===== src/rtl/core/itre_pkg.sv =====
// ----------------------------------------------------------------------------
// itre_pkg
// Types and constants shared by the instruction trace record encoder.
// ----------------------------------------------------------------------------
`default_nettype none

package itre_pkg;

  localparam logic [7:0] CtrlPacketEnd = 8'h02;
  localparam logic [7:0] CtrlNormal    = 8'h01;
  localparam logic [7:0] CycleEscape   = 8'hFF;

  localparam int unsigned AddrW    = 32;
  localparam int unsigned CycleW   = 64;
  localparam int unsigned RecBytes = 15;
  localparam int unsigned LenW     = $clog2(RecBytes + 1);

  localparam logic [LenW-1:0] ShortLen = LenW'(7);
  localparam logic [LenW-1:0] LongLen  = LenW'(RecBytes);

  localparam int unsigned QDepth = 2;
  localparam int unsigned QPtrW  = $clog2(QDepth);
  localparam int unsigned QCntW  = $clog2(QDepth + 1);

  typedef struct packed {
    logic              packet_end;
    logic [7:0]        core_id;
    logic [AddrW-1:0]  addr_delta;
    logic [CycleW-1:0] cycle_delta;
  } entry_t;

endpackage

`default_nettype wire


===== src/rtl/core/instruction_trace_record_encoder.sv =====
// ----------------------------------------------------------------------------
// instruction_trace_record_encoder
// Encodes decoded instructions into delta-coded byte trace records.
//
//   channel  | direction | handshake             | payload
//   ---------+-----------+-----------------------+-------------------------------
//   in       | input     | in_valid_i/in_stall_o | core_id, instr_address,
//            |           |                       | packet_end, cycle_number
//   out      | output    | out_valid_o/out_stall_i | out_byte, record_last
//
// One byte leaves per cycle unless the output stalls: a record is 7 bytes,
// or 15 when the cycle delta needs the long form; the byte serializer sets
// this rate. Records follow each other with no gap; a two-entry queue lets
// new instructions enter while a record is still being sent.
// Reset clears the last address and last cycle to zero and empties the queue.
// A stall on the output holds the current byte; the input stalls once the
// queue is full.
// ----------------------------------------------------------------------------
`default_nettype none

module instruction_trace_record_encoder (
  input  wire logic                        clk_i,
  input  wire logic                        rst_ni,
  input  wire logic                        in_valid_i,
  output      logic                        in_stall_o,
  input  wire logic [7:0]                  core_id_i,
  input  wire logic [itre_pkg::AddrW-1:0]  instr_address_i,
  input  wire logic                        packet_end_i,
  input  wire logic [itre_pkg::CycleW-1:0] cycle_number_i,
  output      logic                        out_valid_o,
  input  wire logic                        out_stall_i,
  output      logic [7:0]                  out_byte_o,
  output      logic                        record_last_o
);

  logic             q_full;
  logic             q_push;
  logic             q_pop;
  logic             q_valid;
  itre_pkg::entry_t push_entry;
  itre_pkg::entry_t pop_entry;

  itre_front u_front (
    .clk_i           (clk_i),
    .rst_ni          (rst_ni),
    .in_valid_i      (in_valid_i),
    .in_stall_o      (in_stall_o),
    .core_id_i       (core_id_i),
    .instr_address_i (instr_address_i),
    .packet_end_i    (packet_end_i),
    .cycle_number_i  (cycle_number_i),
    .q_full_i        (q_full),
    .q_push_o        (q_push),
    .q_entry_o       (push_entry)
  );

  itre_queue u_queue (
    .clk_i   (clk_i),
    .rst_ni  (rst_ni),
    .push_i  (q_push),
    .entry_i (push_entry),
    .full_o  (q_full),
    .pop_i   (q_pop),
    .valid_o (q_valid),
    .entry_o (pop_entry)
  );

  itre_back u_back (
    .clk_i         (clk_i),
    .rst_ni        (rst_ni),
    .q_valid_i     (q_valid),
    .q_entry_i     (pop_entry),
    .q_pop_o       (q_pop),
    .out_valid_o   (out_valid_o),
    .out_stall_i   (out_stall_i),
    .out_byte_o    (out_byte_o),
    .record_last_o (record_last_o)
  );

endmodule

`default_nettype wire


===== src/rtl/core/itre_front.sv =====
// ----------------------------------------------------------------------------
// itre_front
// Accepts instructions, forms address and cycle deltas, tracks last values.
// ----------------------------------------------------------------------------
`default_nettype none

module itre_front (
  input  wire logic                          clk_i,
  input  wire logic                          rst_ni,
  input  wire logic                          in_valid_i,
  output      logic                          in_stall_o,
  input  wire logic [7:0]                    core_id_i,
  input  wire logic [itre_pkg::AddrW-1:0]    instr_address_i,
  input  wire logic                          packet_end_i,
  input  wire logic [itre_pkg::CycleW-1:0]   cycle_number_i,
  input  wire logic                          q_full_i,
  output      logic                          q_push_o,
  output      itre_pkg::entry_t              q_entry_o
);

  logic [itre_pkg::AddrW-1:0]  last_addr_q;
  logic [itre_pkg::CycleW-1:0] last_cycle_q;

  assign in_stall_o = q_full_i;
  assign q_push_o   = in_valid_i && !q_full_i;

  always_comb begin
    q_entry_o.packet_end  = packet_end_i;
    q_entry_o.core_id     = core_id_i;
    q_entry_o.addr_delta  = instr_address_i - last_addr_q;
    q_entry_o.cycle_delta = cycle_number_i - last_cycle_q;
  end

  always_ff @(posedge clk_i or negedge rst_ni) begin
    if (!rst_ni) begin
      last_addr_q  <= '0;
      last_cycle_q <= '0;
    end else if (q_push_o) begin
      last_addr_q  <= instr_address_i;
      last_cycle_q <= cycle_number_i;
    end
  end

endmodule

`default_nettype wire


===== src/rtl/core/itre_queue.sv =====
// ----------------------------------------------------------------------------
// itre_queue
// Short FIFO between the front and the byte serializer.
// ----------------------------------------------------------------------------
`default_nettype none

module itre_queue (
  input  wire logic             clk_i,
  input  wire logic             rst_ni,
  input  wire logic             push_i,
  input  wire itre_pkg::entry_t entry_i,
  output      logic             full_o,
  input  wire logic             pop_i,
  output      logic             valid_o,
  output      itre_pkg::entry_t entry_o
);

  itre_pkg::entry_t                 mem_q [itre_pkg::QDepth];
  logic [itre_pkg::QPtrW-1:0]       wr_ptr_q, rd_ptr_q;
  logic [itre_pkg::QCntW-1:0]       count_q;

  assign full_o  = count_q == itre_pkg::QCntW'(itre_pkg::QDepth);
  assign valid_o = count_q != '0;
  assign entry_o = mem_q[rd_ptr_q];

  function automatic logic [itre_pkg::QPtrW-1:0] next_ptr(
    input logic [itre_pkg::QPtrW-1:0] ptr
  );
    if (ptr == itre_pkg::QPtrW'(itre_pkg::QDepth - 1)) begin
      return '0;
    end
    return ptr + 1'b1;
  endfunction

  always_ff @(posedge clk_i) begin
    if (push_i) begin
      mem_q[wr_ptr_q] <= entry_i;
    end
  end

  always_ff @(posedge clk_i or negedge rst_ni) begin
    if (!rst_ni) begin
      wr_ptr_q <= '0;
      rd_ptr_q <= '0;
      count_q  <= '0;
    end else begin
      if (push_i) begin
        wr_ptr_q <= next_ptr(wr_ptr_q);
      end
      if (pop_i) begin
        rd_ptr_q <= next_ptr(rd_ptr_q);
      end
      if (push_i && !pop_i) begin
        count_q <= count_q + 1'b1;
      end else if (pop_i && !push_i) begin
        count_q <= count_q - 1'b1;
      end
    end
  end

endmodule

`default_nettype wire


===== src/rtl/core/itre_back.sv =====
// ----------------------------------------------------------------------------
// itre_back
// Builds the byte record from a queued entry and serializes it one byte per
// cycle, unless the output stalls, into an output register.
// ----------------------------------------------------------------------------
`default_nettype none

module itre_back (
  input  wire logic             clk_i,
  input  wire logic             rst_ni,
  input  wire logic             q_valid_i,
  input  wire itre_pkg::entry_t q_entry_i,
  output      logic             q_pop_o,
  output      logic             out_valid_o,
  input  wire logic             out_stall_i,
  output      logic [7:0]       out_byte_o,
  output      logic             record_last_o
);

  logic [7:0]                rec_q [itre_pkg::RecBytes];
  logic [7:0]                rec_d [itre_pkg::RecBytes];
  logic [itre_pkg::LenW-1:0] rem_q, rem_d;
  logic                      busy_q, busy_d;
  logic                      out_valid_q, out_valid_d;
  logic [7:0]                out_byte_q, out_byte_d;
  logic                      out_last_q, out_last_d;

  logic                      out_free;
  logic                      emit;
  logic                      neg;
  logic [itre_pkg::AddrW-1:0] mag;
  logic [itre_pkg::AddrW-1:0] code;
  logic                      long_form;

  assign out_free = !out_valid_q || !out_stall_i;
  assign emit     = busy_q && out_free;
  assign q_pop_o  = q_valid_i && (!busy_q || (emit && rem_q == itre_pkg::LenW'(1)));

  // sign fold of the address delta, long form select for the cycle delta
  always_comb begin
    neg       = q_entry_i.addr_delta[itre_pkg::AddrW-1];
    mag       = neg ? (~q_entry_i.addr_delta + 1'b1) : q_entry_i.addr_delta;
    code      = {mag[itre_pkg::AddrW-2:0], neg};
    long_form = (q_entry_i.cycle_delta[itre_pkg::CycleW-1:8] != '0)
             || (q_entry_i.cycle_delta[7:0] == itre_pkg::CycleEscape);
  end

  always_comb begin
    rec_d       = rec_q;
    rem_d       = rem_q;
    busy_d      = busy_q;
    out_valid_d = out_valid_q;
    out_byte_d  = out_byte_q;
    out_last_d  = out_last_q;

    if (out_free) begin
      out_valid_d = 1'b0;
    end

    if (emit) begin
      out_valid_d = 1'b1;
      out_byte_d  = rec_q[0];
      out_last_d  = rem_q == itre_pkg::LenW'(1);
      for (int i = 0; i < itre_pkg::RecBytes - 1; i++) begin
        rec_d[i] = rec_q[i+1];
      end
      rec_d[itre_pkg::RecBytes-1] = '0;
      rem_d  = rem_q - 1'b1;
      busy_d = rem_q != itre_pkg::LenW'(1);
    end

    if (q_pop_o) begin
      busy_d   = 1'b1;
      rec_d[0] = q_entry_i.packet_end ? itre_pkg::CtrlPacketEnd : itre_pkg::CtrlNormal;
      rec_d[1] = q_entry_i.core_id;
      for (int i = 0; i < 4; i++) begin
        rec_d[2+i] = code[8*i +: 8];
      end
      for (int i = 7; i < itre_pkg::RecBytes; i++) begin
        rec_d[i] = '0;
      end
      if (long_form) begin
        rec_d[6] = itre_pkg::CycleEscape;
        for (int i = 0; i < 8; i++) begin
          rec_d[7+i] = q_entry_i.cycle_delta[8*i +: 8];
        end
        rem_d = itre_pkg::LongLen;
      end else begin
        rec_d[6] = q_entry_i.cycle_delta[7:0];
        rem_d    = itre_pkg::ShortLen;
      end
    end
  end

  always_ff @(posedge clk_i) begin
    rec_q      <= rec_d;
    out_byte_q <= out_byte_d;
    out_last_q <= out_last_d;
  end

  always_ff @(posedge clk_i or negedge rst_ni) begin
    if (!rst_ni) begin
      busy_q      <= 1'b0;
      rem_q       <= '0;
      out_valid_q <= 1'b0;
    end else begin
      busy_q      <= busy_d;
      rem_q       <= rem_d;
      out_valid_q <= out_valid_d;
    end
  end

  assign out_valid_o   = out_valid_q;
  assign out_byte_o    = out_byte_q;
  assign record_last_o = out_last_q;

endmodule

`default_nettype wire

===== config.mk =====
export PLATFORM = sky130hd
export DESIGN_NAME = instruction_trace_record_encoder
export DESIGN_NICKNAME = d
export VERILOG_FILES = /design/src/rtl/core/itre_pkg.sv /design/src/rtl/core/instruction_trace_record_encoder.sv /design/src/rtl/core/itre_front.sv /design/src/rtl/core/itre_queue.sv /design/src/rtl/core/itre_back.sv
export SDC_FILE = /design/constraint.sdc
export NUM_CORES = 1
export LEC_CHECK = 0
export ABC_AREA = 0
export BUFFER_PORTS_ARGS = -buffer_cell sky130_fd_sc_hd__buf_4
export CORE_UTILIZATION = 62
export DETAILED_ROUTE_END_ITERATION = 6
export GPL_ROUTABILITY_DRIVEN = 1
export PLACE_DENSITY = 0.81
export SYNTH_ARGS = -nofsm -noshare
export SYNTH_HDL_FRONTEND = slang
export SYNTH_SLANG_ARGS = --single-unit
export TNS_END_PERCENT = 1

===== constraint.sdc =====
create_clock -name clk_i -period 7 [get_ports clk_i]
set_input_delay 0 -clock clk_i [delete_from_list [all_inputs] [get_ports clk_i]]
set_output_delay 0 -clock clk_i [all_outputs]
set_load 0.02 [all_outputs]

==> summary.md, run 1 <==
| Metric | Value |
|---|---|
| GPL Wtd Cong | `between 0.9 and 1` |
| Pwr dens | `475 nW/um^2` |
| GRT Overall Usage | `30.3%` |
| # IOs | `120` |
| Final Max Tran Viols | `0` |
| Mapped Cells | `2,158` |
| MaxCap Viol Count | `0` |
| Starting Density | `a little over three fifths` |
| Total number of vias | `~17,000` |
| Clock slew at reported path FFs | `roughly 60 ps` |
| WL/cell | `roughly 20 um` |
| Initial DRT Pass Iterations | `6` |
| CP Launch Type | `register` |
| H-Tree Depth | `2` |
| Port bufs | `between 100 and 150` |
| Routed wl met2 | `about 25 mm` |
| Endpoints failing hold | `0` |
| Layout cells sized above 1 | `about a tenth` |
| Largest net degree at the start of global routing | `107` |
| Post-synth EDFFs | `339` |
| # resized after CTS | `0` |
| Mapped Area | `between 20,000 and 25,000 um^2` |
| Wl on met1 | `around 25 mm` |
| Die width | `approximately 200 um` |
| Post-Route WL | `57.2 mm` |
| Most frequent CP cell | `a21o_1` |
| Static Leakage | `11.0 nW` |
| Initial antenna violation count | `1` |
| Crit path kind | `register to register` |
| Detailed placer's ending HPWL | `between 30 and 40 mm` |
| Core Area | `36,700 um^2` |
| Remaining global-route overflow | `0` |
| Final setup fails | `0` |
| Power share of the clock group | `between 10% and 20%` |
| Ant diodes | `0` |
| Final non-filler cell total | `2,854` |
| Sw frac | `39.2%` |
| Slew @ Worst Pin | `a little over 1000 ps` |
| CTS Buf Count | `46` |
| Detail Route Antenna Nets | `0` |
| Crit Path Max Fanout | `4` |
| Setup Skew | `roughly 17 ps` |
| Std cell rows | `70` |
| Nets | `between 2,000 and 3,000` |
| Clk buf depth | `3` |
| Internal Pwr Total | `roughly 0.0078 W` |
| Comb pwr share | `42.5%` |
| Synth unique cells | `66` |
| Post-layout min period | `between 4000 and 5000 ps` |
| Crit path capture type | `register` |
| Drt drc | `0` |
| Main synth FF type | `edfxtp_1` |
| Sw Pwr | `just over 0.005 W` |
| CP arrival | `between 4000 and 5000 ps` |
| Routed wl met3 | `around 5.5 mm` |
| Slowest-stage cell, CP | `nor3_1` |
| Mapped Avg Cell Area | `roughly 11 um^2` |
| Inst Count DP | `2,663` |
| Syn nets | `roughly 2,400` |
| Slowest stage delay, CP | `roughly 550 ps` |
| Synth async-reset ratio | `a little under a quarter` |
| CTS sink cnt | `445` |
| F_max | `around 250 MHz` |
| Area Overhead vs Synth | `16.6%` |
| Die area | `between 30,000 and 40,000 um^2` |
| Status | `finished clean` |
| Most frequent cells in the layout | `edfxtp_1, nand2_1, o21ai_0` |
| Hold crit path type | `input port to asynchronous set/reset pin` |
| Worst-path cell chain | `ha_1, fa_1, nand2b_1, a21o_1, a211o_1, a21o_1, a221oi_1, a21bo_2, a31oi_1, o21a_1, nor3_1` |
| CTS tree | `built` |
| Drt via density | `6.11` |
| TNS Setup | `0 ps` |
| Yosys reg bits | `445` |
| Part of the power in registers | `a little under two fifths` |
| Commonest non-fill, non-tap cell in the layout | `edfxtp_1` |
| Worst-skew pair later-pin latency | `580 ps` |
| Sequential share of the synthesized area | `55.4%` |
| Worst vdd ir | `0.294 mV` |
| First-iteration detailed-routing DRC count | `roughly 1,600` |
| Fin crit share | `a little under three fifths` |
| Worst EP required | `around 7300 ps` |
| Vias in the first global route | `16,500` |
| Top sig layer | `met5` |
| YS warnings | `0` |
| Chip height | `between 150 and 200 um` |
| First-pass GRT wire length | `slightly below 90 mm` |
| Clock root buffer | `clkbuf_16` |
| Unrepaired setup endpoints after global routing | `no` |
| Final hold slack | `135 ps` |
| FILL cells | `approximately 2,500` |
| Slew margin rel. | `32.4%` |
[power by group through the flow]
stage / clock, W / sequential (W) / combinational, W
2_1_floorplan: 0 / 0.00475 / 0.00382
3_3_place_gp: 0 / 0.00486 / 0.00509
3_5_place_dp: 0 / 0.00491 / 0.00523
4_1_cts: 0.00254 / 0.00486 / 0.00533
6_report: 0.00251 / 0.00488 / 0.00546
5_1_grt: 0.00263 / 0.00497 / 0.00595
[cell usage after synthesis, types with 13 or more instances]
cell | count | area share [%]
a21oi_1 | 191 | 4.1
xnor2_1 | 83 | 3.1
a21o_1 | 49 | 1.6
nor2b_1 | 18 | 0.49
nor2_1 | 135 | 2.2
nand3_1 | 29 | 0.63
buf_2 | 13 | 0.28
nor3_1 | 19 | 0.41
o31ai_1 | 16 | 0.52
edfxtp_1 | 339 | 44
o21ai_0 | 198 | 4.3
mux2i_1 | 97 | 4.2
dfrtp_1 | 106 | 11
ha_1 | 98 | 5.3
nand2_1 | 233 | 3.8
xor2_1 | 40 | 1.5
inv_1 | 135 | 2.2
o21a_1 | 18 | 0.58
o21bai_1 | 23 | 0.74
a31oi_1 | 18 | 0.49
nand4_1 | 37 | 1.0
clkbuf_1 | 76 | 1.2
nand2b_1 | 23 | 0.62
nor4_1 | 37 | 1.0
[worst max-delay path: cells and delay by family, from the launching register on]
family,cells,cell delay [ps]
AO/OA/AOI/OAI,7,1960
AND/OR/NAND/NOR,2,740
adder cells (fa/ha/maj),2,620
flip-flops,1,390
[layer usage]
metal	global-route usage, %	vias to the layer above
met3	6.53	95
met5	0	-
li1	-	8224
met2	44.9	725
met1	45.3	8399
met4	8.22	2
[metrics by stage]
stage | area [um^2] | worst slack, ps | total power, W | util [%]
2_1_floorplan | 23200 | 1370 | 0.00857 | -
3_5_place_dp | 24400 | 3130 | 0.0101 | 66.5
3_3_place_gp | 24400 | 3150 | 0.00995 | 66.5
5_1_grt | 27000 | 2810 | 0.0135 | 73.7
4_1_cts | 27000 | 3100 | 0.0127 | 73.7
6_report | 27000 | 2990 | 0.0129 | 73.7
[path summary, 6_finish.rpt]
kind / start / endpoint / slack (ps) / cells after the start
hold reg to reg: u_back.rec_q[114] / u_back.out_byte_o[2] / 420 / 0
setup / recovery: u_front.last_cycle_q[0] / u_queue.mem_q[1][56] / 2990 / 11
min in group clk_i: core_id_i[6] / u_queue.mem_q[1][102] / 160 / 2
max in group asynchronous: rst_ni / u_queue.rd_ptr_q / 5710 / 3
setup reg to reg: u_front.last_cycle_q[0] / u_queue.mem_q[1][56] / 2990 / 11
hold / removal: rst_ni / u_front.last_cycle_q[48] / 140 / 2
[state kept, by name, summed over array words and instances, names as in the netlist]
signal                flops
u_front.last_addr_q      32
u_back.out_valid_o        1
u_queue.rd_ptr_q          1
u_queue.mem_q           210
u_back.record_last_o      1
u_queue.wr_ptr_q          1
u_back.out_byte_o         8
u_front.last_cycle_q     64
u_queue.count_q           2
u_back.busy_q             1
u_back.rec_q            120
u_back.rem_q              4
[what timing repair did]
action,4_1_cts,5_1_grt
endpoints found under the hold margin,218,0
hold buffers,107,0
buffers inserted,0,0
[cell type report]
type | instances | area, um^2 | share of cell area, %
tap | 468 | 586 | 2.17
timing repair buffer | 238 | 2050 | 7.60
clock buffer | 58 | 1260 | 4.65
multi-input combinational | 1482 | 9490 | 35.1
sequential | 445 | 12800 | 47.5
clock inverter | 26 | 295 | 1.09
inverter | 137 | 517 | 1.91
[logic make-up after synthesis]
family | count (synthesis) | share of synthesized area (%)
flip-flops | 445 | 55.4
AO/OA/AOI/OAI | 584 | 15.0
multiplexers | 100 | 4.33
adder cells (fa/ha/maj) | 100 | 5.46
AND/OR/NAND/NOR | 575 | 11.4
buffers and inverters | 231 | 3.84
XOR/XNOR | 123 | 4.65
Note: power is estimated with default switching activity, not from simulation.
==> run 2: changes to the inputs <==
- ABC_AREA: 0 -> 1
- CORE_UTILIZATION: 62 -> 57
- PLACE_DENSITY: 0.81 -> 0.78
- clock period: 7 -> 3.3 ns (I/O delays scaled with it)
==> run 2 against run 1 <==
  * Cell count up 49%
  * Critical path type unchanged
  * Sequential cell count unchanged
  * Utilization down 5.9 points
  * Setup slack worse by 2400 ps
==> summary.md, run 2 <==
| Metric | Value |
|---|---|
| Largest Register | `u_queue.mem_q` |
| Drt via density | `5.23 (-15%)` |
| Power share of the clock group | `17.9% (-1.6 points)` |
| Crit path capture type | `register` |
| Slew @ Worst Pin | `864 ps (-149 ps)` |
| Yosys reg bits | `445 (unchanged)` |
| Worst EP required | `3550 ps (-3740 ps)` |
| Most frequent CP cell | `nand2_1` |
| Static Leakage | `14.9 nW (+36%)` |
| CP Launch Type | `register` |
| Reg2Reg Launch Point | `u_back.out_valid_o` |
| Initial DRT Pass Iterations | `6 (unchanged)` |
| Status | `finished clean` |
| Buf/Inv on CP | `1 (+1)` |
| GRT Overall Usage | `30.2% (-0.13 points)` |
| CTS sink cnt | `445 (unchanged)` |
| Die width | `215 um (+10%)` |
| F_max | `369 MHz (+48%)` |
| Design Area, Final | `30,200 um^2 (+12%)` |
| Detail Route Antenna Nets | `0 (unchanged)` |
| Layout cells sized above 1 | `6.38% (-3.0 points)` |
| Detailed placer's ending HPWL | `51.2 mm (+28%)` |
| WL/cell | `16.2 um (-19%)` |
| Post-layout min period | `2710 ps (-1300 ps)` |
| Sequential share of the synthesized area | `49.5% (-5.8 points)` |
| Std cell rows | `77 (+10%)` |
| Share of the synthesized area in the top cell type | `39.3% (-4.6 points)` |
| Most frequent cell after synthesis | `nand2_1` |
| Fin crit share | `82.1% (+25 points)` |
| Hold crit path type | `input port to asynchronous set/reset pin` |
| Worst vdd ir | `0.783 mV (+170%)` |
| Sw frac | `43.1% (+3.9 points)` |
| Part of the power in registers | `35.2% (-2.8 points)` |
| Ant diodes | `0 (unchanged)` |
| # IOs | `120 (unchanged)` |
| CP arrival | `2960 ps (-1340 ps)` |
| Total number of vias | `22,300 (+28%)` |
| Slowest-stage cell, CP | `nand2_4` |
| Internal Pwr Total | `0.0162 W (+110%)` |
| Initial antenna violation count | `0 (-1)` |
| Worst R2R Path Depth | `6 (-5)` |
| Clock slew at reported path FFs | `70 ps (about the same)` |
| Chip height | `215 um (+10%)` |
| GPL Wtd Cong | `0.994 (+4.8%)` |
| Crit Path Max Fanout | `35 (+31)` |
| H-Tree Depth | `2 (unchanged)` |
| Setup Skew | `25.2 ps (+8.47 ps)` |
| Levels on crit path | `6 (-5)` |
| Post-synth EDFFs | `339 (unchanged)` |
| Mapped Cells | `3,392 (+57%)` |
| Worst-path cell chain | `nand2_1, nand2_1, o21ai_0, o21ai_4, nand2_4, buf_4` |
| First-pass GRT wire length | `110 mm (+23%)` |
| Worst-skew pair later-pin latency | `590 ps (about the same)` |
| Number of flip-flops in the largest register | `210 (unchanged)` |
| Most frequent cells in the layout | `nand2_1, inv_1, edfxtp_1` |
| Crit path kind | `register to register` |
| Placed Area | `27,600 um^2 (+13%)` |
| Largest cells by area after synthesis | `edfxtp_1, nand2_1, dfrtp_1` |
| Crit-path leading delay family | `simple AND/OR/NAND/NOR gates` |
| Commonest non-fill, non-tap cell in the layout | `nand2_1` |
| Most frequent cells after synthesis | `nand2_1, inv_1, edfxtp_1` |
| Slack of the worst reg-to-reg path | `590 ps (-2400 ps)` |
| Vias in the first global route | `21,100 (+27%)` |
| YS warnings | `0 (unchanged)` |
| First-iteration detailed-routing DRC count | `2,401 (+54%)` |
| Die area | `46,300 um^2 (+21%)` |
| Drt drc | `0 (unchanged)` |
| Clock root buffer | `clkbuf_16` |
| Final Max Tran Viols | `0 (unchanged)` |
| Post-Route WL | `69.1 mm (+21%)` |
| Mapped Area | `25,900 um^2 (+12%)` |
| Pwr dens | `946 nW/um^2 (+99%)` |
| Synth unique cells | `34 (-48%)` |
| Final setup fails | `0 (unchanged)` |
| Slew margin rel. | `42.2% (+9.7 points)` |
| Endpoints failing hold | `0 (unchanged)` |
| CTS Buf Count | `46 (unchanged)` |
| Area Overhead vs Synth | `16.5%` |
| Port bufs | `119 (unchanged)` |
| Mapped Avg Cell Area | `7.64 um^2 (-29%)` |
| Comb pwr share | `46.9% (+4.4 points)` |
| Synth async-reset ratio | `23.8% (unchanged)` |
| Sw Pwr | `0.0123 W (+140%)` |
| TNS Setup | `0 ps (unchanged)` |
| Remaining global-route overflow | `0 (unchanged)` |
| Main synth FF type | `edfxtp_1` |
| Unrepaired setup endpoints after global routing | `no` |
| CTS tree | `built` |
| Top flop regs | `u_queue.mem_q: 210 flops, u_back.rec_q: 120 flops, u_front.last_cycle_q: 64 flops` |
| MaxCap Viol Count | `0 (unchanged)` |
| Syn nets | `3,601 (+52%)` |
| Yosys top cell by area | `edfxtp_1` |
| Clk buf depth | `3 (unchanged)` |
| Nets | `3,841 (+50%)` |
| Core Area | `44,500 um^2 (+21%)` |
| Starting Density | `58.2% (-5.0 points)` |
| Worst R2R End | `u_back.rec_q[56]` |
| Slowest stage delay, CP | `510 ps (-40 ps)` |
| Largest net degree at the start of global routing | `184 (+72%)` |
==> run 2: changes by cell type in the layout (fill, tap and decap cells not counted), sizes merged, moves of 48 or more <==
| cell | delta |
|---|---|
| a21o | -48 |
| nand2 | +1213 |
| nand3 | +81 |
| xnor2 | -76 |
| mux2i | -97 |
| inv | +377 |
| nor2 | +147 |
| a21oi | -82 |
==> run 2: layout make-up <==
class | instances | area [um^2]
clock buffer | 62 | 1240
clock inverter | 23 | 218
fill | 3666 | 14300
inverter | 512 | 1930
multi-input combinational | 2362 | 10800
sequential | 445 | 12800
tap | 592 | 741
timing repair buffer | 265 | 2400
==> run 2: worst register-to-register path, stage by stage, from the launching register on <==
cell and delay (ps):
dfrtp_1 380, nand2_1 100, nand2_1 190, o21ai_0 440
o21ai_4 350, nand2_4 510, buf_4 420
==> run 2: timing repair <==
item	CTS	global route
hold endpoints to repair	200	0
hold buffers	113	0
setup buffers	0	0
gates resized for setup	0	0
setup endpoints to repair	0	0
==> run 2: how the worst max path moves through the flow <==
stage                                   from             endpoint  slack (ps)
after floorplan           u_queue.count_q[1]  u_queue.mem_q[1][0]        -530
after CTS                    u_back.rem_q[1]     u_back.rec_q[75]         610
after detailed placement     u_back.rem_q[1]     u_back.rec_q[56]         640
after global routing         u_back.rem_q[1]     u_back.rec_q[75]         410
final                     u_back.out_valid_o     u_back.rec_q[56]         590
after global placement       u_back.rem_q[1]     u_back.rec_q[56]         740
==> run 2: metrics by stage <==
step,total power [W],util [%],hold WS (ps),worst slack [ps],cells
floorplan,0.0189,-,-296,-532,3392
global placement,0.0227,62.0,127,744,4063
detailed placement,0.0230,62.0,131,638,4063
CTS,0.0283,67.8,41.9,613,4261
global route,0.0305,67.8,117,406,4261
finish,0.0286,67.8,30.0,592,4261
==> run 2: per-layer routing <==
layer	routed length [um]	vias to the layer above	global-route usage [%]
met4	1890	0	8.58
met1	32100	10200	44.9
met3	5640	126	5.10
met2	29600	837	45.3
met5	0	-	0
li1	-	11100	-
==> run 2: cell families after synthesis <==
family / synth area share, %
AOI/OAI and AO/OA: 6.04
and+or+nand+nor: 28.3
xor gates and xnor gates: 2.43
DFF: 49.5
buffers and inverters: 8.84
adders and majority gates: 4.89
==> run 2: power groups by stage <==
stage,sequential (W),combinational [W],clock [W]
after global placement,0.0101,0.0126,0
final,0.0100,0.0134,0.00511
after global routing,0.0102,0.0149,0.00538
after detailed placement,0.0101,0.0128,0
after CTS,0.0100,0.0131,0.00514
after floorplan,0.00996,0.00890,0
